## src/sv/lfb_pkg.sv

```systemverilog
package lfb_pkg;

	localparam int KindW = 3;
	localparam int ByteW = 8;
	localparam int IdW = 6;

	localparam logic [KindW-1:0] KIND_BREAK = 3'd0;
	localparam logic [KindW-1:0] KIND_DELIM = 3'd1;
	localparam logic [KindW-1:0] KIND_SYNC = 3'd2;
	localparam logic [KindW-1:0] KIND_PID = 3'd3;
	localparam logic [KindW-1:0] KIND_DATA = 3'd4;
	localparam logic [KindW-1:0] KIND_CKSUM = 3'd5;

	localparam logic [ByteW-1:0] BYTE_BREAK = 8'h00;
	localparam logic [ByteW-1:0] BYTE_DELIM = 8'h01;
	localparam logic [ByteW-1:0] BYTE_SYNC = 8'h55;

	typedef struct packed {
		logic start;
		logic last;
		logic [ByteW-1:0] pid;
		logic [ByteW-1:0] data;
		logic [ByteW-1:0] cksum;
	} job_t;

	function automatic logic [ByteW-1:0] protect_id(input logic [IdW-1:0] id);
		logic p0;
		logic p1;
		p0 = id[0] ^ id[1] ^ id[2] ^ id[4];
		p1 = ~(id[1] ^ id[3] ^ id[4] ^ id[5]);
		return {p1, p0, id};
	endfunction

	function automatic logic [ByteW-1:0] add_carry(input logic [ByteW-1:0] a,
			input logic [ByteW-1:0] b);
		logic [ByteW:0] s;
		s = {1'b0, a} + {1'b0, b};
		return s[ByteW-1:0] + {{(ByteW-1){1'b0}}, s[ByteW]};
	endfunction

endpackage

```

## src/sv/lfb_front.sv

```systemverilog
module lfb_front (
	input logic clk,
	input logic arst_n,
	input logic in_valid,
	output logic in_ready,
	input logic [lfb_pkg::IdW-1:0] frame_id,
	input logic [lfb_pkg::ByteW-1:0] data_byte,
	input logic end_of_frame,
	output logic push,
	output lfb_pkg::job_t job,
	input logic full
);
	import lfb_pkg::*;

	logic in_frame_q;
	logic [ByteW-1:0] sum_q;
	logic [ByteW-1:0] pid;
	logic [ByteW-1:0] base;
	logic [ByteW-1:0] sum_next;

	assign in_ready = ~full;
	assign push = in_valid & ~full;

	assign pid = protect_id(frame_id);
	assign base = in_frame_q ? sum_q : pid;
	assign sum_next = add_carry(base, data_byte);

	always_comb begin
		job.start = ~in_frame_q;
		job.last = end_of_frame;
		job.pid = pid;
		job.data = data_byte;
		job.cksum = ~sum_next;
	end

	always_ff @(posedge clk or negedge arst_n) begin
		if (!arst_n) begin
			in_frame_q <= 1'b0;
			sum_q <= '0;
		end else if (push) begin
			in_frame_q <= ~end_of_frame;
			sum_q <= end_of_frame ? '0 : sum_next;
		end
	end

endmodule

```

## src/sv/lfb_queue.sv

```systemverilog
module lfb_queue #(
	parameter int DEPTH = 2
) (
	input logic clk,
	input logic arst_n,
	input logic push,
	input lfb_pkg::job_t push_job,
	output logic full,
	input logic pop,
	output lfb_pkg::job_t head,
	output logic empty
);
	import lfb_pkg::*;

	localparam int PtrW = (DEPTH > 1) ? $clog2(DEPTH) : 1;
	localparam int CntW = $clog2(DEPTH + 1);
	localparam logic [PtrW-1:0] LastPtr = PtrW'(DEPTH - 1);
	localparam logic [CntW-1:0] FullCnt = CntW'(DEPTH);

	job_t mem_q [DEPTH];
	logic [PtrW-1:0] wr_ptr_q;
	logic [PtrW-1:0] rd_ptr_q;
	logic [CntW-1:0] count_q;
	logic do_pop;

	assign full = (count_q == FullCnt);
	assign empty = (count_q == '0);
	assign head = mem_q[rd_ptr_q];
	assign do_pop = pop & ~empty;

	always_ff @(posedge clk) begin
		if (push) begin
			mem_q[wr_ptr_q] <= push_job;
		end
	end

	always_ff @(posedge clk or negedge arst_n) begin
		if (!arst_n) begin
			wr_ptr_q <= '0;
			rd_ptr_q <= '0;
			count_q <= '0;
		end else begin
			if (push) begin
				wr_ptr_q <= (wr_ptr_q == LastPtr) ? '0 : wr_ptr_q + 1'b1;
			end
			if (do_pop) begin
				rd_ptr_q <= (rd_ptr_q == LastPtr) ? '0 : rd_ptr_q + 1'b1;
			end
			if (push && !do_pop) begin
				count_q <= count_q + 1'b1;
			end else if (!push && do_pop) begin
				count_q <= count_q - 1'b1;
			end
		end
	end

endmodule

```

## src/sv/lfb_back.sv

```systemverilog
module lfb_back (
	input logic clk,
	input logic arst_n,
	input lfb_pkg::job_t head,
	input logic empty,
	output logic pop,
	output logic out_valid,
	input logic out_ready,
	output logic [lfb_pkg::ByteW-1:0] out_byte,
	output logic [lfb_pkg::KindW-1:0] byte_kind,
	output logic last_of_run
);
	import lfb_pkg::*;

	logic mid_q;
	logic [KindW-1:0] kind_q;
	logic valid_q;
	logic [ByteW-1:0] byte_q;
	logic [KindW-1:0] okind_q;
	logic last_q;

	logic advance;
	logic [KindW-1:0] next_kind;
	logic [ByteW-1:0] next_byte;
	logic next_last;

	assign advance = ~empty & (~valid_q | out_ready);
	assign next_kind = mid_q ? kind_q : (head.start ? KIND_BREAK : KIND_DATA);

	always_comb begin
		next_last = 1'b0;
		unique case (next_kind)
			KIND_BREAK: next_byte = BYTE_BREAK;
			KIND_DELIM: next_byte = BYTE_DELIM;
			KIND_SYNC: next_byte = BYTE_SYNC;
			KIND_PID: next_byte = head.pid;
			KIND_DATA: begin
				next_byte = head.data;
				next_last = ~head.last;
			end
			KIND_CKSUM: begin
				next_byte = head.cksum;
				next_last = 1'b1;
			end
			default: next_byte = '0;
		endcase
	end

	assign pop = advance & next_last;

	always_ff @(posedge clk or negedge arst_n) begin
		if (!arst_n) begin
			mid_q <= 1'b0;
			kind_q <= KIND_BREAK;
			valid_q <= 1'b0;
		end else begin
			if (advance) begin
				valid_q <= 1'b1;
				mid_q <= ~next_last;
				kind_q <= next_kind + 1'b1;
			end else if (out_ready) begin
				valid_q <= 1'b0;
			end
		end
	end

	always_ff @(posedge clk) begin
		if (advance) begin
			byte_q <= next_byte;
			okind_q <= next_kind;
			last_q <= next_last;
		end
	end

	assign out_valid = valid_q;
	assign out_byte = byte_q;
	assign byte_kind = okind_q;
	assign last_of_run = last_q;

endmodule

```

## src/sv/lin_frame_builder.sv

```systemverilog
// channel  dir  tdata                              tuser           tlast
// s        in   [5:0] frame_id, [13:6] data_byte   -               end_of_frame
// m        out  [7:0] out_byte                     [2:0] byte_kind last_of_run
//
// each payload word yields one data byte; a frame's first word adds break,
// delimiter, sync and protected id before it, its last word the checksum.
// the back sequencer emits one byte per cycle into the output register while
// a job waits and the output is not stalled; the queue lets the front take
// words while it drains. arst_n clears frame state, queue and output valid.
module lin_frame_builder #(
	parameter int QUEUE_DEPTH = 2
) (
	input logic clk,
	input logic arst_n,
	input logic s_tvalid,
	output logic s_tready,
	input logic [15:0] s_tdata,  // frame_id, data_byte, zero fill
	input logic s_tlast,
	output logic m_tvalid,
	input logic m_tready,
	output logic [7:0] m_tdata,  // out_byte
	output logic [2:0] m_tuser,  // byte_kind
	output logic m_tlast
);
	import lfb_pkg::*;

	job_t push_job;
	job_t head;
	logic push;
	logic full;
	logic pop;
	logic empty;

	lfb_front u_front (
		.clk(clk),
		.arst_n(arst_n),
		.in_valid(s_tvalid),
		.in_ready(s_tready),
		.frame_id(s_tdata[5:0]),
		.data_byte(s_tdata[13:6]),
		.end_of_frame(s_tlast),
		.push(push),
		.job(push_job),
		.full(full)
	);

	lfb_queue #(
		.DEPTH(QUEUE_DEPTH)
	) u_queue (
		.clk(clk),
		.arst_n(arst_n),
		.push(push),
		.push_job(push_job),
		.full(full),
		.pop(pop),
		.head(head),
		.empty(empty)
	);

	lfb_back u_back (
		.clk(clk),
		.arst_n(arst_n),
		.head(head),
		.empty(empty),
		.pop(pop),
		.out_valid(m_tvalid),
		.out_ready(m_tready),
		.out_byte(m_tdata),
		.byte_kind(m_tuser),
		.last_of_run(m_tlast)
	);

endmodule

```

## config.mk

```make
export PLATFORM = sky130hd
export DESIGN_NAME = lin_frame_builder
export DESIGN_NICKNAME = d
export VERILOG_FILES = /design/src/sv/lfb_pkg.sv /design/src/sv/lfb_front.sv /design/src/sv/lfb_queue.sv /design/src/sv/lfb_back.sv /design/src/sv/lin_frame_builder.sv
export SDC_FILE = /design/constraint.sdc
export NUM_CORES = 1
export LEC_CHECK = 0
export BUFFER_PORTS_ARGS = -buffer_cell sky130_fd_sc_hd__buf_4
export CORE_ASPECT_RATIO = 0.8
export CORE_MARGIN = 3
export CORE_UTILIZATION = 45
export CTS_CLUSTER_DIAMETER = 80
export DETAILED_ROUTE_END_ITERATION = 7
export PLACE_DENSITY_LB_ADDON = 0.08
export SLEW_MARGIN = 5
export SYNTH_ARGS = -nofsm -noshare
export SYNTH_HDL_FRONTEND = slang
export SYNTH_SLANG_ARGS = --single-unit
export TNS_END_PERCENT = 50
```

## constraint.sdc

```tcl
create_clock -name clk -period 7.8 [get_ports clk]
set_input_delay 0.78 -clock clk [delete_from_list [all_inputs] [get_ports clk]]
set_output_delay 0.78 -clock clk [all_outputs]
set_load 0.05 [all_outputs]
```

Word level (Yosys, flattened, before mapping):

Memories as Yosys holds them, arrays and structs flattened.
Index checks and enable logic that the tools add are counted.

* register bits: 30
* memory bits (writable): 52
* bits of input ports: 21
* output and inout bits: 14
* word-level logic and storage cells: 66
* memories: 1

* add/subtract/negate cells: 7
* eq/ne operators: 6
* muxes and demuxes: 14
* bitwise logic cells: 20
* reduce and logical (&&, ||, !) cells: 7

Memory list
* u_queue.mem_q: depth 2, bits a word 26, rd ports 1, clocked after memory_dff 0, wr ports 1, RTL line lfb_queue.sv:20 `job_t mem_q [DEPTH];`

Operator list (number)
* case mux 8 bit (5 select lines): 1
* 2-to-1 mux 8 bit: 2
* adder 8 x 8 -> 9 bit: 1
* adder 8 x 1 -> 8 bit: 1
* NOT 1 bit: 8
* NOT 8 bit: 1
* equality test 3 x 2 -> 1 bit, second input constant: 2
* equality test 3 bit, second input constant: 2
* 2-to-1 mux 1 bit: 6
* 2-to-1 mux 3 bit: 2
* bitwise XOR 1 bit: 6
* AND 1 bit: 4
* 2-to-1 mux 2 bit: 2
* nonzero test 2 bit: 2
* adder 3 x 1 -> 3 bit, second input constant: 1
* equality test 3 x 1 -> 1 bit, second input constant: 1
* adder 1 bit, second input constant: 2
* adder 2 x 1 -> 2 bit, second input constant: 1
* equality test 2 bit, second input constant: 1
* logical AND 1 bit: 2
* logical NOT 1 bit: 2
* logical NOT 2 bit: 1
* case mux 1 bit (2 select lines): 1
* subtractor 2 x 1 -> 2 bit, second input constant: 1
* OR 1 bit: 1

Logic depth before layout (Yosys ltp):

Gate-level depths: netlist of run 1.
An unclocked memory read counts as a cell.

* depth in word-level cells: 10
* depth in mapped cells: 15
* mapped depth without buffers: 14

Modules after synthesis:

A second synthesis of run 1 with hierarchy kept.

* cell total of the unflattened synthesis: 296
* area total of the unflattened synthesis: 4113.9 µm²

By module, submodules not included
* lfb_queue: instances 1, cells each 97, area each 2164.6 µm², seq. area each 1661.6 µm²
* lfb_front: instances 1, cells each 120, area each 1086.0 µm², seq. area each 225.2 µm²
* lfb_back: instances 1, cells each 79, area each 863.3 µm², seq. area each 485.5 µm²

Least setup slack after synthesis of run 1:

OpenSTA, ideal clock, no wires.

* path type: input -> register
* start: in s_tdata[0]
* end: mem u_queue.mem_q[0][7] (netlist name) (data pin)
* library setup time: 0.263 ns
* arrival time: 3.437 ns
* data required time: 7.537 ns
* setup slack: 4.099 ns
* cell stages on the path: 14
* buffers on the path: 0
* path through: mux2_2 > ha_1 > fa_1 > a211oi_1 > o21bai_1 > a21oi_1 > nor2b_1 > o21ai_0 > nand2b_1 > ha_1 > and3_1 > and3_1 > and4_4 > or2_1

RTL lines
* start: declaration: RTL line lin_frame_builder.sv:17 `input logic [15:0] s_tdata,`
* end: declaration: RTL line lfb_queue.sv:20

==> results of run 1 <==
## final cells by class
class                      count  area (µm²)
clock buffer                  10       127.6
sequential                    82        2372
clock inverter                 6       81.33
multi-input combinational    173        1341
timing repair buffer          35       262.8
tap                          108       135.1
fill                         695        3682
inverter                      14       52.55
## cells by family (layout without fill, tap and decap cells)
logic type / count (synthesis) / after routing
compound gates: 63 / 63
xor+xnor: 21 / 21
fa+ha+maj: 17 / 17
buf+inv: 22 / 65
flops: 82 / 82
mux: 24 / 24
simple gates: 48 / 48
## flip-flops by register name, summed over array words and instances (netlist names)
signal	flops
u_back.last_of_run	1
u_front.sum_q	8
u_back.mid_q	1
u_queue.count_q	2
u_back.out_valid	1
u_back.byte_kind	3
u_front.in_frame_q	1
u_queue.mem_q	52
u_back.out_byte	8
u_queue.rd_ptr_q	1
u_queue.wr_ptr_q	1
u_back.kind_q	3
## worst max-delay path: stages, from the launching register on
cell and delay (ns):
sky130_fd_sc_hd__dfrtp_1 0.55, sky130_fd_sc_hd__mux2_2 0.38, sky130_fd_sc_hd__ha_1 0.20, sky130_fd_sc_hd__fa_1 0.43
sky130_fd_sc_hd__a211oi_1 0.22, sky130_fd_sc_hd__o21bai_1 0.10, sky130_fd_sc_hd__a21oi_1 0.30, sky130_fd_sc_hd__nor2b_1 0.08
sky130_fd_sc_hd__o21ai_0 0.15, sky130_fd_sc_hd__nand2b_1 0.09, sky130_fd_sc_hd__ha_1 0.22, sky130_fd_sc_hd__and3_1 0.19
sky130_fd_sc_hd__and3_1 0.23, sky130_fd_sc_hd__and4_4 0.20, sky130_fd_sc_hd__or2_1 0.22
## power by group
| group | internal (mW) | leakage [nW] | switching, mW |
|---|---|---|---|
| Combinational | 0.304 | 0.805 | 0.544 |
| Clock | 0.178 | 0.104 | 0.146 |
| Sequential | 0.691 | 0.818 | 0.0595 |
| Total | 1.17 | 1.73 | 0.750 |
## worst max path at each step
| stage | startpoint | endpoint | depth (start not counted) |
|---|---|---|---|
| after global routing | u_front.in_frame_q | u_queue.mem_q[0][7] | 14 |
| after global placement | s_tdata[0] | u_queue.mem_q[0][7] | 15 |
| after detailed placement | s_tdata[0] | u_queue.mem_q[1][7] | 15 |
| final | u_front.in_frame_q | u_queue.mem_q[1][7] | 14 |
| after floorplan | s_tdata[0] | u_queue.mem_q[0][7] | 14 |
| after CTS | u_front.in_frame_q | u_queue.mem_q[0][7] | 14 |
## layout by cell type (no fill, tap or decap), types with 3 or more instances in the layout
cell and n:
sky130_fd_sc_hd__ha_1 16, sky130_fd_sc_hd__edfxtp_1 64, sky130_fd_sc_hd__a221oi_1 3, sky130_fd_sc_hd__dfrtp_1 18, sky130_fd_sc_hd__nor2_1 8, sky130_fd_sc_hd__xor2_1 8, sky130_fd_sc_hd__a22oi_1 4, sky130_fd_sc_hd__a211oi_1 6
sky130_fd_sc_hd__mux2i_1 10, sky130_fd_sc_hd__buf_4 35, sky130_fd_sc_hd__a221o_1 4, sky130_fd_sc_hd__clkbuf_8 9, sky130_fd_sc_hd__a21oi_1 10, sky130_fd_sc_hd__inv_1 14, sky130_fd_sc_hd__a21o_1 6, sky130_fd_sc_hd__mux2_2 14
sky130_fd_sc_hd__xnor2_1 13, sky130_fd_sc_hd__o211ai_1 4, sky130_fd_sc_hd__nand2b_1 3, sky130_fd_sc_hd__o21ai_0 13, sky130_fd_sc_hd__nand2_1 23, sky130_fd_sc_hd__and3_1 4
## layer usage
metal | track usage (%) | vias to the layer above | wire [µm]
li1 | - | 1111 | -
met1 | 24.98 | 1100 | 3755
met2 | 24.28 | 55 | 3061
met3 | 5.453 | 10 | 421
met4 | 5.161 | 0 | 131
met5 | 0 | - | 0
## metrics by stage
stage | instances | hold slack, ns | power [mW] | area (µm²) | setup slack [ns]
detailed placement | 412 | 0.4667 | 1.615 | 4164 | 3.690
global placement | 412 | 0.4591 | 1.594 | 4164 | 3.676
finish | 428 | 0.3034 | 1.923 | 4373 | 3.965
CTS | 428 | 0.3078 | 1.939 | 4373 | 3.943
global route | 428 | 0.3018 | 2.056 | 4373 | 3.723
floorplan | 277 | 0.4429 | 1.380 | 3791 | 4.099
==> metrics.json, run 1 <==
{
  "max_slew.worst_pin.slew_ns": 0.9615,
  "post_synthesis_instance_area_um2": 3791,
  "outcome": "finished, final reports clean",
  "worst_ep_arrival_time_ns": 3.92,
  "dp.final_hpwl_um": 5303,
  "clk_pin_slew_ns": 0.08,
  "die-area_um2": 9569,
  "post_synthesis_cell_count": 277,
  "area_growth_syn_to_layout_pct": 15.35,
  "synth_top_family_by_area": "compound AO/OA/AOI/OAI gates",
  "synthAdderAreaFrac_pct": 5.809,
  "finalCritPeriodShare_pct": 49.16,
  "final_layout_size_suffix_gt1_share_pct": 22.81,
  "max_slew_margin_vs_limit_pct": 35.90,
  "cts.root.buffer_cell": "sky130_fd_sc_hd__clkbuf_8",
  "async_set_or_reset_flop_fraction_in_the_synthesized_netlist_pct": 21.95,
  "drt.antenna.violating_nets": 0,
  "timing.final.max_slew_violations": 0,
  "critical_path_peak_fanout": 8,
  "worst-r2r-setup-slack_ns": 3.97,
  "route.detailed.drc": 0,
  "diodes": 0,
  "die_height_um": 88.10,
  "postCtsResizedCells": 0,
  "required_ns": 7.89,
  "ys_seq_area_share_pct": 62.57,
  "class_of_the_most_critical_setup_path": "reg2reg",
  "rr_worst_depth": 14,
  "postCtsSetupBuffers": 0,
  "count_of_flip_flops_with_a_built_in_enable_after_synthesis": 64,
  "first_global_vias": 2163,
  "initial_utilization_pct": 47.06,
  "post_synth_most_frequent_cells": "sky130_fd_sc_hd__edfxtp_1 (64), sky130_fd_sc_hd__nand2_1 (23), sky130_fd_sc_hd__dfrtp_1 (18), sky130_fd_sc_hd__ha_1 (16)",
  "synthMuxAreaShare_pct": 6.799,
  "r2r_start": "u_front.in_frame_q",
  "place.port_buffers": 32,
  "rsz_0062_raised_after_global_routing": "no",
  "totalWireLength_um": 7371,
  "worstSetupEndpointType": "register",
  "antenna_found_initial": 0,
  "yosys.area.top_type_share_pct": 50.69,
  "synth.area.top_cells": "sky130_fd_sc_hd__edfxtp_1 (51%), sky130_fd_sc_hd__dfrtp_1 (12%), sky130_fd_sc_hd__ha_1 (5.3%)",
  "synth_nets": 315,
  "highest_ir_drop_seen_on_vdd_mv": 0.1684,
  "finish.net_count": 353,
  "grt_start_max_net_pins": 32,
  "clock-sinks": 82,
  "number_of_iterations_in_the_first_detailed_routing_pass": 5,
  "power-per-cell-area_nw_per_um2": 439.6,
  "wire_per_inst_um": 17.22,
  "post_synthesis_compound_gate_area_fraction_pct": 11.85,
  "yosys.cell_count.top_type": "sky130_fd_sc_hd__edfxtp_1",
  "start_kind": "register",
  "grt.total_usage_pct": 17.05,
  "setup-tns-final_ns": 0,
  "post_drt_via_cell_ratio": 5.318,
  "cts_buffer_depth": 2,
  "grt-ovfl-total": 0,
  "detail_route.iter0.violations": 51,
  "numCtsBuffers": 9,
  "skew_ns": 0.008799,
  "die_w_um": 108.6,
  "floorplan.core_area_um2": 8055,
  "routabilityCongestion": 0.7738,
  "finalWorstPathRequiredPeriod_ns": 3.835,
  "hold_path.class": "in2async",
  "synth_seq_cells": 82,
  "yosysWarnings": 0,
  "timing_hold_violations_final": 0,
  "io_pins": 35,
  "detailroute.via_count": 2276,
  "total_number_of_placement_rows": 29,
  "yosys.area_share.simple_pct": 5.908,
  "synth_largest_area_cell": "sky130_fd_sc_hd__edfxtp_1",
  "synth.distinct_cells": 43,
  "setup_viol": 0,
  "p_leak_nw": 1.726,
  "cts_tree": "yes",
  "synth-xor-area-share_pct": 4.851,
  "cts_hold_buffers": 0,
  "post-route-util_pct": 54.29,
  "clk-insertion-delay-late_ns": 0.34,
  "syn_area_per_cell_um2": 13.69,
  "clock.fmax_ghz": 0.2608,
  "reg2reg_to": "u_queue.mem_q[1][7]",
  "ys_flop_type": "sky130_fd_sc_hd__edfxtp_1",
  "wire_length_of_the_first_global_routing_pass_um": 11840,
  "clock_tree.htree_level_count": 3,
  "cap_viol_max_count": 0
}
Power figures use the tool's default switching activity.
==> run 2: changes to the inputs <==
- ABC_AREA: default -> 1
- clock period: 7.8 -> 4 ns (I/O delays scaled with it)
==> run 2 against run 1 <==
  * Via count is 18% higher
  * Clock skew is 0.0024 ns higher
  * Clock power is 70% higher
  * Global-route usage is 0.31 points higher
  * Critical path depth is 3 higher
  * Clock-buffer cell count stayed put
  * Final cell count is 25% higher
  * Flip-flop and latch count stayed put
  * Wire length is 11% higher
  * Sequential share of layout area is 1.6 points lower
  * Fmax is 13% higher
==> metrics.json, run 2 <==
{
  "outcome": "finished, final reports clean",
  "floorplan.core_area": {"value": 8237, "unit": "µm²", "change": "+2.3%"},
  "grt.total_usage": {"value": 17.36, "unit": "%", "change": "+0.31 points"},
  "setup_viol": {"value": 0, "change": "unchanged"},
  "setup-tns-final": {"value": 0, "unit": "ns", "change": "unchanged"},
  "finish.net_count": {"value": 461, "change": "+31%"},
  "p_leak": {"value": 1.973, "unit": "nW", "change": "+14%"},
  "ys_seq_area_share": {"value": 60.10, "unit": "%", "change": "-2.5 points"},
  "count_of_flip_flops_with_a_built_in_enable_after_synthesis": {"value": 64, "change": "unchanged"},
  "io_pins": {"value": 35, "change": "unchanged"},
  "clock_tree.htree_level_count": {"value": 3, "change": "unchanged"},
  "antenna_found_initial": {"value": 0, "change": "unchanged"},
  "post_synth_most_frequent_cells": "sky130_fd_sc_hd__nand2_1 (125), sky130_fd_sc_hd__edfxtp_1 (64), sky130_fd_sc_hd__inv_1 (37), sky130_fd_sc_hd__nor2_1 (23)",
  "highest_ir_drop_seen_on_vdd": {"value": 0.4030, "unit": "mV", "change": "+140%"},
  "numCtsBuffers": {"value": 9, "change": "unchanged"},
  "worstPathCellList": "inv_1 -> o21ai_0 -> ha_1 -> fa_1 -> nand3_1 -> nand3_1 -> nand2_1 -> a21oi_1 -> or2_2 -> ha_1 -> ha_1 -> inv_1 -> nor2_1 -> nand3_1 -> nor2_1 -> nand3_1 -> nand2_2",
  "first_global_vias": {"value": 2490, "change": "+15%"},
  "clock.fmax": {"value": 0.2948, "unit": "GHz", "change": "+13%"},
  "dp.final_hpwl": {"value": 5895, "unit": "µm", "change": "+11%"},
  "syn_area_per_cell": {"value": 10.31, "unit": "µm²", "change": "-25%"},
  "place.port_buffers": {"value": 32, "change": "unchanged"},
  "initial_utilization": {"value": 47.93, "unit": "%", "change": "+0.86 points"},
  "finalCritPeriodShare": {"value": 84.79, "unit": "%", "change": "+36 points"},
  "post-route-util": {"value": 54.72, "unit": "%", "change": "+0.43 points"},
  "ys_flop_type": "sky130_fd_sc_hd__edfxtp_1",
  "die_height": {"value": 89.77, "unit": "µm", "change": "+1.9%"},
  "synth_nets": {"value": 421, "change": "+34%"},
  "critical_path_peak_fanout": {"value": 16, "change": "+8"},
  "largest-register": "u_queue.mem_q",
  "routabilityCongestion": {"value": 0.8066, "change": "+4.2%"},
  "yosysWarnings": {"value": 0, "change": "unchanged"},
  "final_common_cell": "sky130_fd_sc_hd__nand2_1",
  "drt.antenna.violating_nets": {"value": 0, "change": "unchanged"},
  "async_set_or_reset_flop_fraction_in_the_synthesized_netlist": {"value": 21.95, "unit": "%", "change": "unchanged"},
  "cts.root.buffer_cell": "sky130_fd_sc_hd__clkbuf_8",
  "timing_hold_violations_final": {"value": 0, "change": "unchanged"},
  "synth_largest_area_cell": "sky130_fd_sc_hd__edfxtp_1",
  "rsz_0062_raised_after_global_routing": "no",
  "max_slew.worst_pin.slew": {"value": 0.9734, "unit": "ns", "change": "+0.01184 ns"},
  "totalWireLength": {"value": 8209, "unit": "µm", "change": "+11%"},
  "number_of_iterations_in_the_first_detailed_routing_pass": {"value": 4, "change": "-1"},
  "detail_route.iter0.violations": {"value": 181, "change": "+250%"},
  "cts_tree": "yes",
  "skew": {"value": 0.01125, "unit": "ns", "change": "+0.002447 ns"},
  "cp_common_cell": "sky130_fd_sc_hd__nand3_1",
  "clk-insertion-delay-late": {"value": 0.36, "unit": "ns", "change": "+0.02 ns"},
  "clk_pin_slew": {"value": 0.08, "unit": "ns", "change": "about the same"},
  "synth_seq_cells": {"value": 82, "change": "unchanged"},
  "worst_ep_arrival_time": {"value": 3.49, "unit": "ns", "change": "-0.43 ns"},
  "worstSetupEndpointType": "register",
  "required": {"value": 4.10, "unit": "ns", "change": "-3.79 ns"},
  "clock-sinks": {"value": 82, "change": "unchanged"},
  "max_slew_margin_vs_limit": {"value": 35.11, "unit": "%", "change": "-0.79 points"},
  "die-area": {"value": 9939, "unit": "µm²", "change": "+3.9%"},
  "finalWorstPathRequiredPeriod": {"value": 3.392, "unit": "ns", "change": "-0.4429 ns"},
  "final_cell_mix": "sky130_fd_sc_hd__nand2_1 (125), sky130_fd_sc_hd__edfxtp_1 (64), sky130_fd_sc_hd__inv_1 (37), sky130_fd_sc_hd__buf_4 (34), sky130_fd_sc_hd__nor2_1 (21)",
  "cap_viol_max_count": {"value": 0, "change": "unchanged"},
  "holdWs": {"value": 0.2283, "unit": "ns", "change": "-0.07510 ns"},
  "detailroute.via_count": {"value": 2676, "change": "+18%"},
  "synth.area.top_cells": "sky130_fd_sc_hd__edfxtp_1 (49%), sky130_fd_sc_hd__nand2_1 (12%), sky130_fd_sc_hd__dfrtp_1 (11%)",
  "synth.distinct_cells": {"value": 33, "change": "-23%"},
  "wire_length_of_the_first_global_routing_pass": {"value": 13370, "unit": "µm", "change": "+13%"},
  "grt_start_max_net_pins": {"value": 28, "change": "-13%"},
  "start_kind": "register",
  "yosys.cell_count.top_type": "sky130_fd_sc_hd__nand2_1",
  "postCtsResizedCells": {"value": 0, "change": "unchanged"},
  "die_w": {"value": 110.7, "unit": "µm", "change": "+1.9%"},
  "class_of_the_most_critical_setup_path": "reg2reg",
  "total_number_of_placement_rows": {"value": 29, "change": "unchanged"},
  "post_synthesis_instance_area": {"value": 3948, "unit": "µm²", "change": "+4.1%"},
  "route.detailed.drc": {"value": 0, "change": "unchanged"},
  "area_growth_syn_to_layout_pct": 14.17,
  "hold_path.class": "in2reg",
  "grt-ovfl-total": {"value": 0, "change": "unchanged"},
  "timing.final.max_slew_violations": {"value": 0, "change": "unchanged"},
  "wire_per_inst": {"value": 15.32, "unit": "µm", "change": "-11%"},
  "fillers": {"value": 728, "change": "+4.7%"},
  "power-per-cell-area": {"value": 841.4, "unit": "nW/µm²", "change": "+91%"},
  "yosys.area.top_type_share": {"value": 48.68, "unit": "%", "change": "-2.0 points"},
  "post_synthesis_cell_count": {"value": 383, "change": "+38%"},
  "diodes": {"value": 0, "change": "unchanged"},
  "final_layout_size_suffix_gt1_share": {"value": 17.52, "unit": "%", "change": "-5.3 points"},
  "postCtsSetupBuffers": {"value": 0, "change": "unchanged"},
  "largest_register_ffs": {"value": 52, "change": "unchanged"},
  "cts_buffer_depth": {"value": 2, "change": "unchanged"},
  "timing.critical_path.slowest_stage_cell": "sky130_fd_sc_hd__fa_1",
  "crit_path_max_incr_delay": {"value": 0.42, "unit": "ns", "change": "-0.13 ns"},
  "post_drt_via_cell_ratio": {"value": 4.993, "change": "-6.1%"}
}
[run 2: timing repair]
| action | CTS | global route |
|---|---|---|
| endpoints found under the hold margin | 18 | 0 |
| endpoints found under the setup margin | 0 | 0 |
| hold buffers | 1 | 0 |
[run 2: metal layers]
metal	global-route usage (%)	wire (µm)	up-vias	part of all wire, %
met2	25.76	3590	59	44
met3	4.899	411	7	5.0
met1	25.15	4145	1256	50
met4	4.615	61	0	0.74
li1	-	-	1354	-
met5	0	0	-	0
[run 2: power by group]
part / internal (mW) / total [mW] / switching (mW)
clock network: 0.233 / 0.550 / 0.317
registers: 1.34 / 1.45 / 0.106
logic: 0.529 / 1.80 / 1.27
total: 2.10 / 3.79 / 1.69
[run 2: through the flow]
| stage | std cells | power, mW | area (µm²) | setup slack, ns |
|---|---|---|---|---|
| 6_report | 536 | 3.792 | 4507 | 0.6083 |
| 5_1_grt | 536 | 4.072 | 4507 | 0.2653 |
| 2_1_floorplan | 383 | 2.768 | 3948 | 1.020 |
| 4_1_cts | 536 | 3.819 | 4507 | 0.6021 |
| 3_5_place_dp | 519 | 3.269 | 4318 | 0.6280 |
| 3_3_place_gp | 519 | 3.233 | 4318 | 0.6441 |
[run 2: logic make-up (layout without fill, tap and decap cells)]
logic type	count (synthesis)	in the layout	synth area share [%]
buffers and inverters	49	94	4.976
adders and majority gates	17	17	5.578
DFF	82	82	60.09
AOI/OAI and AO/OA	45	45	7.227
xor gates and xnor gates	11	11	2.441
and+or+nand+nor	179	179	19.68
[run 2: final cells by class]
type	count	area [µm²]	share of cell area, %
sequential	82	2372	52.64
inverter	43	166.4	3.692
tap	108	135.1	2.998
clock buffer	10	127.6	2.832
timing repair buffer	35	265.3	5.886
clock inverter	6	51.30	1.138
multi-input combinational	252	1389	30.82
[run 2: path summary, 6_finish.rpt]
check / start / endpoint / slack, ns / depth (start not counted)
max in group asynchronous: arst_n / u_front.sum_q[0] / 3.35 / 2
min: m_tready / u_back.out_valid / 0.23 / 2
min reg2reg: u_queue.count_q[0] / u_queue.count_q[0] / 0.47 / 1
max: u_front.in_frame_q / u_queue.mem_q[1][6] / 0.61 / 17
max reg2reg: u_front.in_frame_q / u_queue.mem_q[1][6] / 0.61 / 17
min in group asynchronous: arst_n / u_back.kind_q[1] / 0.45 / 2
[run 2: worst max-delay path: cells and delay by family, from the launching register on]
kind | cells | cell delay [ns]
simple gates | 9 | 0.98
fa+ha+maj | 4 | 1.10
compound gates | 2 | 0.26
buf+inv | 2 | 0.40
flops | 1 | 0.41
==> run 3: changes to the inputs <==
- clock period: 4 -> 2.86 ns (I/O delays scaled with it)
==> run 3 against run 2 <==
  * First-iteration DRC count fell by 29%
  * Clock-buffer cell count shrank 1
  * Flip-flop and latch count unchanged
  * Power up 54%
  * Sequential share of layout area shrank 4.2 points
  * Sequential power increased by 41%
  * Final cell count is 5.2% higher
  * Worst setup slack lost 0.59 ns
  * Combinational power increased by 64%
==> metrics.json, run 3 (synthesis results as in run 2) <==
{
  "post_drt_via_cell_ratio": {"value": 5.005, "change": "+0.26%"},
  "clock_tree.htree_level_count": {"value": 3, "change": "unchanged"},
  "antenna_found_initial": {"value": 0, "change": "unchanged"},
  "place.port_buffers": {"value": 32, "change": "unchanged"},
  "die_height": {"value": 89.77, "unit": "µm", "change": "unchanged"},
  "power-per-cell-area": {"value": 1193, "unit": "nW/µm²", "change": "+42%"},
  "r2r_start": "u_front.in_frame_q",
  "critical_path_peak_fanout": {"value": 7, "change": "-9"},
  "skew": {"value": 0.01816, "unit": "ns", "change": "+0.006914 ns"},
  "worst_ep_arrival_time": {"value": 3.04, "unit": "ns", "change": "-0.45 ns"},
  "diodes": {"value": 0, "change": "unchanged"},
  "clk-insertion-delay-late": {"value": 0.35, "unit": "ns", "change": "about the same"},
  "drt.antenna.violating_nets": {"value": 0, "change": "unchanged"},
  "grt_start_max_net_pins": {"value": 27, "change": "-3.6%"},
  "grt-ovfl-total": {"value": 0, "change": "unchanged"},
  "top_usage_layer": "met1",
  "final_layout_size_suffix_gt1_share": {"value": 28.07, "unit": "%", "change": "+11 points"},
  "cts_buffer_depth": {"value": 2, "change": "unchanged"},
  "total_number_of_placement_rows": {"value": 29, "change": "unchanged"},
  "wire_length_of_the_first_global_routing_pass": {"value": 13780, "unit": "µm", "change": "+3.1%"},
  "class_of_the_most_critical_setup_path": "reg2reg",
  "number_of_iterations_in_the_first_detailed_routing_pass": {"value": 5, "change": "+1"},
  "io_pins": {"value": 35, "change": "unchanged"},
  "placed_cell_area": {"value": 4476, "unit": "µm²", "change": "+3.7%"},
  "timing_hold_violations_final": {"value": 0, "change": "unchanged"},
  "final_cell_mix": "sky130_fd_sc_hd__nand2_1 (122), sky130_fd_sc_hd__edfxtp_1 (64), sky130_fd_sc_hd__buf_4 (60), sky130_fd_sc_hd__inv_1 (34), sky130_fd_sc_hd__nor2_1 (19)",
  "initial_utilization": {"value": 47.93, "unit": "%", "change": "unchanged"},
  "first_global_vias": {"value": 2620, "change": "+5.2%"},
  "floorplan.core_area": {"value": 8237, "unit": "µm²", "change": "unchanged"},
  "max_slew_margin_vs_limit": {"value": 55.25, "unit": "%", "change": "+20 points"},
  "finalWorstPathRequiredPeriod": {"value": 2.839, "unit": "ns", "change": "-0.5529 ns"},
  "p_leak": {"value": 2.137, "unit": "nW", "change": "+8.3%"},
  "outcome": "finished, final reports clean",
  "setup_viol": {"value": 0, "change": "unchanged"},
  "grt.total_usage": {"value": 17.50, "unit": "%", "change": "+0.14 points"},
  "largest_register_ffs": {"value": 52, "change": "unchanged"},
  "clk_pin_slew": {"value": 0.09, "unit": "ns", "change": "about the same"},
  "worstSetupEndpointType": "register",
  "detail_route.iter0.violations": {"value": 129, "change": "-29%"},
  "grt_use_met3": {"value": 3.960, "unit": "%", "change": "-0.94 points"},
  "cap_viol_max_count": {"value": 0, "change": "unchanged"},
  "detailroute.via_count": {"value": 2823, "change": "+5.5%"},
  "max_slew.worst_pin.slew": {"value": 0.6712, "unit": "ns", "change": "-0.3022 ns"},
  "final_common_cell": "sky130_fd_sc_hd__nand2_1",
  "rsz_0062_raised_after_global_routing": "yes",
  "hold_path.class": "in2reg",
  "route.detailed.drc": {"value": 0, "change": "unchanged"},
  "hp-start": "m_tready",
  "dp.final_hpwl": {"value": 6246, "unit": "µm", "change": "+6.0%"},
  "finalCritPeriodShare": {"value": 99.26, "unit": "%", "change": "+14 points"},
  "clock.fmax": {"value": 0.3523, "unit": "GHz", "change": "+19%"},
  "cts.root.buffer_cell": "sky130_fd_sc_hd__clkbuf_8",
  "numCtsBuffers": {"value": 9, "change": "unchanged"},
  "cts_tree": "yes",
  "totalWireLength": {"value": 8633, "unit": "µm", "change": "+5.2%"},
  "die-area": {"value": 9939, "unit": "µm²", "change": "unchanged"},
  "setup.worst_path.start": "u_front.in_frame_q",
  "start_kind": "register",
  "die_w": {"value": 110.7, "unit": "µm", "change": "unchanged"},
  "area_growth_syn_to_layout_pct": 23.99,
  "post-route-util": {"value": 59.43, "unit": "%", "change": "+4.7 points"},
  "finish.net_count": {"value": 489, "change": "+6.1%"},
  "wire_per_inst": {"value": 15.31, "unit": "µm", "change": "about the same"},
  "highest_ir_drop_seen_on_vdd": {"value": 0.6446, "unit": "mV", "change": "+60%"},
  "global_route.usage.met2": {"value": 26.06, "unit": "%", "change": "+0.30 points"},
  "largest-register": "u_queue.mem_q",
  "clock-sinks": {"value": 82, "change": "unchanged"},
  "layout.cell_area.non_filler": {"value": 4895, "unit": "µm²", "change": "+8.6%"},
  "global_route.usage.met1": {"value": 26.18, "unit": "%", "change": "+1.0 points"},
  "timing.final.max_slew_violations": {"value": 0, "change": "unchanged"},
  "routabilityCongestion": {"value": 0.8220, "change": "+1.9%"},
  "required": {"value": 3.07, "unit": "ns", "change": "-1.03 ns"}
}
## run 3: cell types whose count changed in the layout (fill, tap and decap cells not counted), moves of 5 or more
| cell | change |
|---|---|
| sky130_fd_sc_hd__buf_4 | +26 |
| sky130_fd_sc_hd__o21ai_0 | -5 |
| sky130_fd_sc_hd__ha_4 | +6 |
| sky130_fd_sc_hd__ha_1 | -7 |
## run 3: what timing repair did
item,in CTS,in global routing
gates resized for setup,13,24
gates cloned,1,0
setup buffers,3,3
endpoints found under the setup margin,13,13
pin swaps,10,18
hold endpoints to repair,18,0
hold buffers,1,0
## run 3: path summary, 6_finish.rpt
path / to / slack (ns) / cells past startpoint
min: u_back.out_valid / 0.12 / 2
min in group asynchronous: u_back.out_valid / 0.35 / 2
max reg2reg: u_front.sum_q[4] / 0.02 / 19
max in group asynchronous: u_queue.rd_ptr_q / 2.30 / 2
min reg2reg: u_queue.count_q[0] / 0.48 / 1
max: u_front.sum_q[4] / 0.02 / 19
## run 3: worst max-delay path, cell delays in order (launching register included)
cell	delay, ns
sky130_fd_sc_hd__dfrtp_1	0.37
sky130_fd_sc_hd__inv_2	0.09
sky130_fd_sc_hd__buf_6	0.14
sky130_fd_sc_hd__nand2_1	0.11
sky130_fd_sc_hd__o21ai_4	0.08
sky130_fd_sc_hd__ha_4	0.28
sky130_fd_sc_hd__nand2_1	0.06
sky130_fd_sc_hd__inv_1	0.07
sky130_fd_sc_hd__nand3_2	0.09
sky130_fd_sc_hd__nand3_2	0.08
sky130_fd_sc_hd__nand2_2	0.06
sky130_fd_sc_hd__a21oi_2	0.11
sky130_fd_sc_hd__or2_4	0.14
sky130_fd_sc_hd__ha_4	0.14
sky130_fd_sc_hd__ha_4	0.14
sky130_fd_sc_hd__inv_2	0.03
sky130_fd_sc_hd__nor2_2	0.11
sky130_fd_sc_hd__nand3_2	0.10
sky130_fd_sc_hd__xnor2_1	0.40
sky130_fd_sc_hd__o22ai_1	0.12
## run 3: stage by stage
| step | power, mW | cells | setup TNS, ns | hold WS (ns) | setup slack [ns] |
|---|---|---|---|---|---|
| floorplan | 3.880 | 383 | 0 | -0.009591 | 0.0001894 |
| global placement | 4.706 | 540 | -0.1406 | 0.1690 | -0.04411 |
| detailed placement | 4.770 | 540 | -0.9982 | 0.1750 | -0.1360 |
| CTS | 5.705 | 561 | 0 | 0.1082 | 0.02106 |
| global route | 6.260 | 564 | -0.5604 | 0.1044 | -0.09014 |
| finish | 5.838 | 564 | 0 | 0.1207 | 0.02112 |
## run 3: cell type report
type	count	area, µm²
clock inverter	7	75.07
inverter	43	166.4
fill	670	3342
clock buffer	9	123.9
multi-input combinational	252	1539
timing repair buffer	63	483.0
tap	108	135.1
sequential	82	2372
## run 3: power breakdown
| part | total (mW) | switching (mW) | leakage (nW) | internal [mW] |
|---|---|---|---|---|
| Clock | 0.838 | 0.427 | 0.0996 | 0.411 |
| Sequential | 2.04 | 0.168 | 0.824 | 1.87 |
| Combinational | 2.96 | 1.92 | 1.21 | 1.04 |
| Total | 5.84 | 2.51 | 2.14 | 3.32 |
## run 3: routing by layer
metal  wire length [µm]  part of all wire (%)
met1               4444                    51
met2               3856                    45
met3                294                   3.4
met4                 38                  0.44
met5                  0                     0
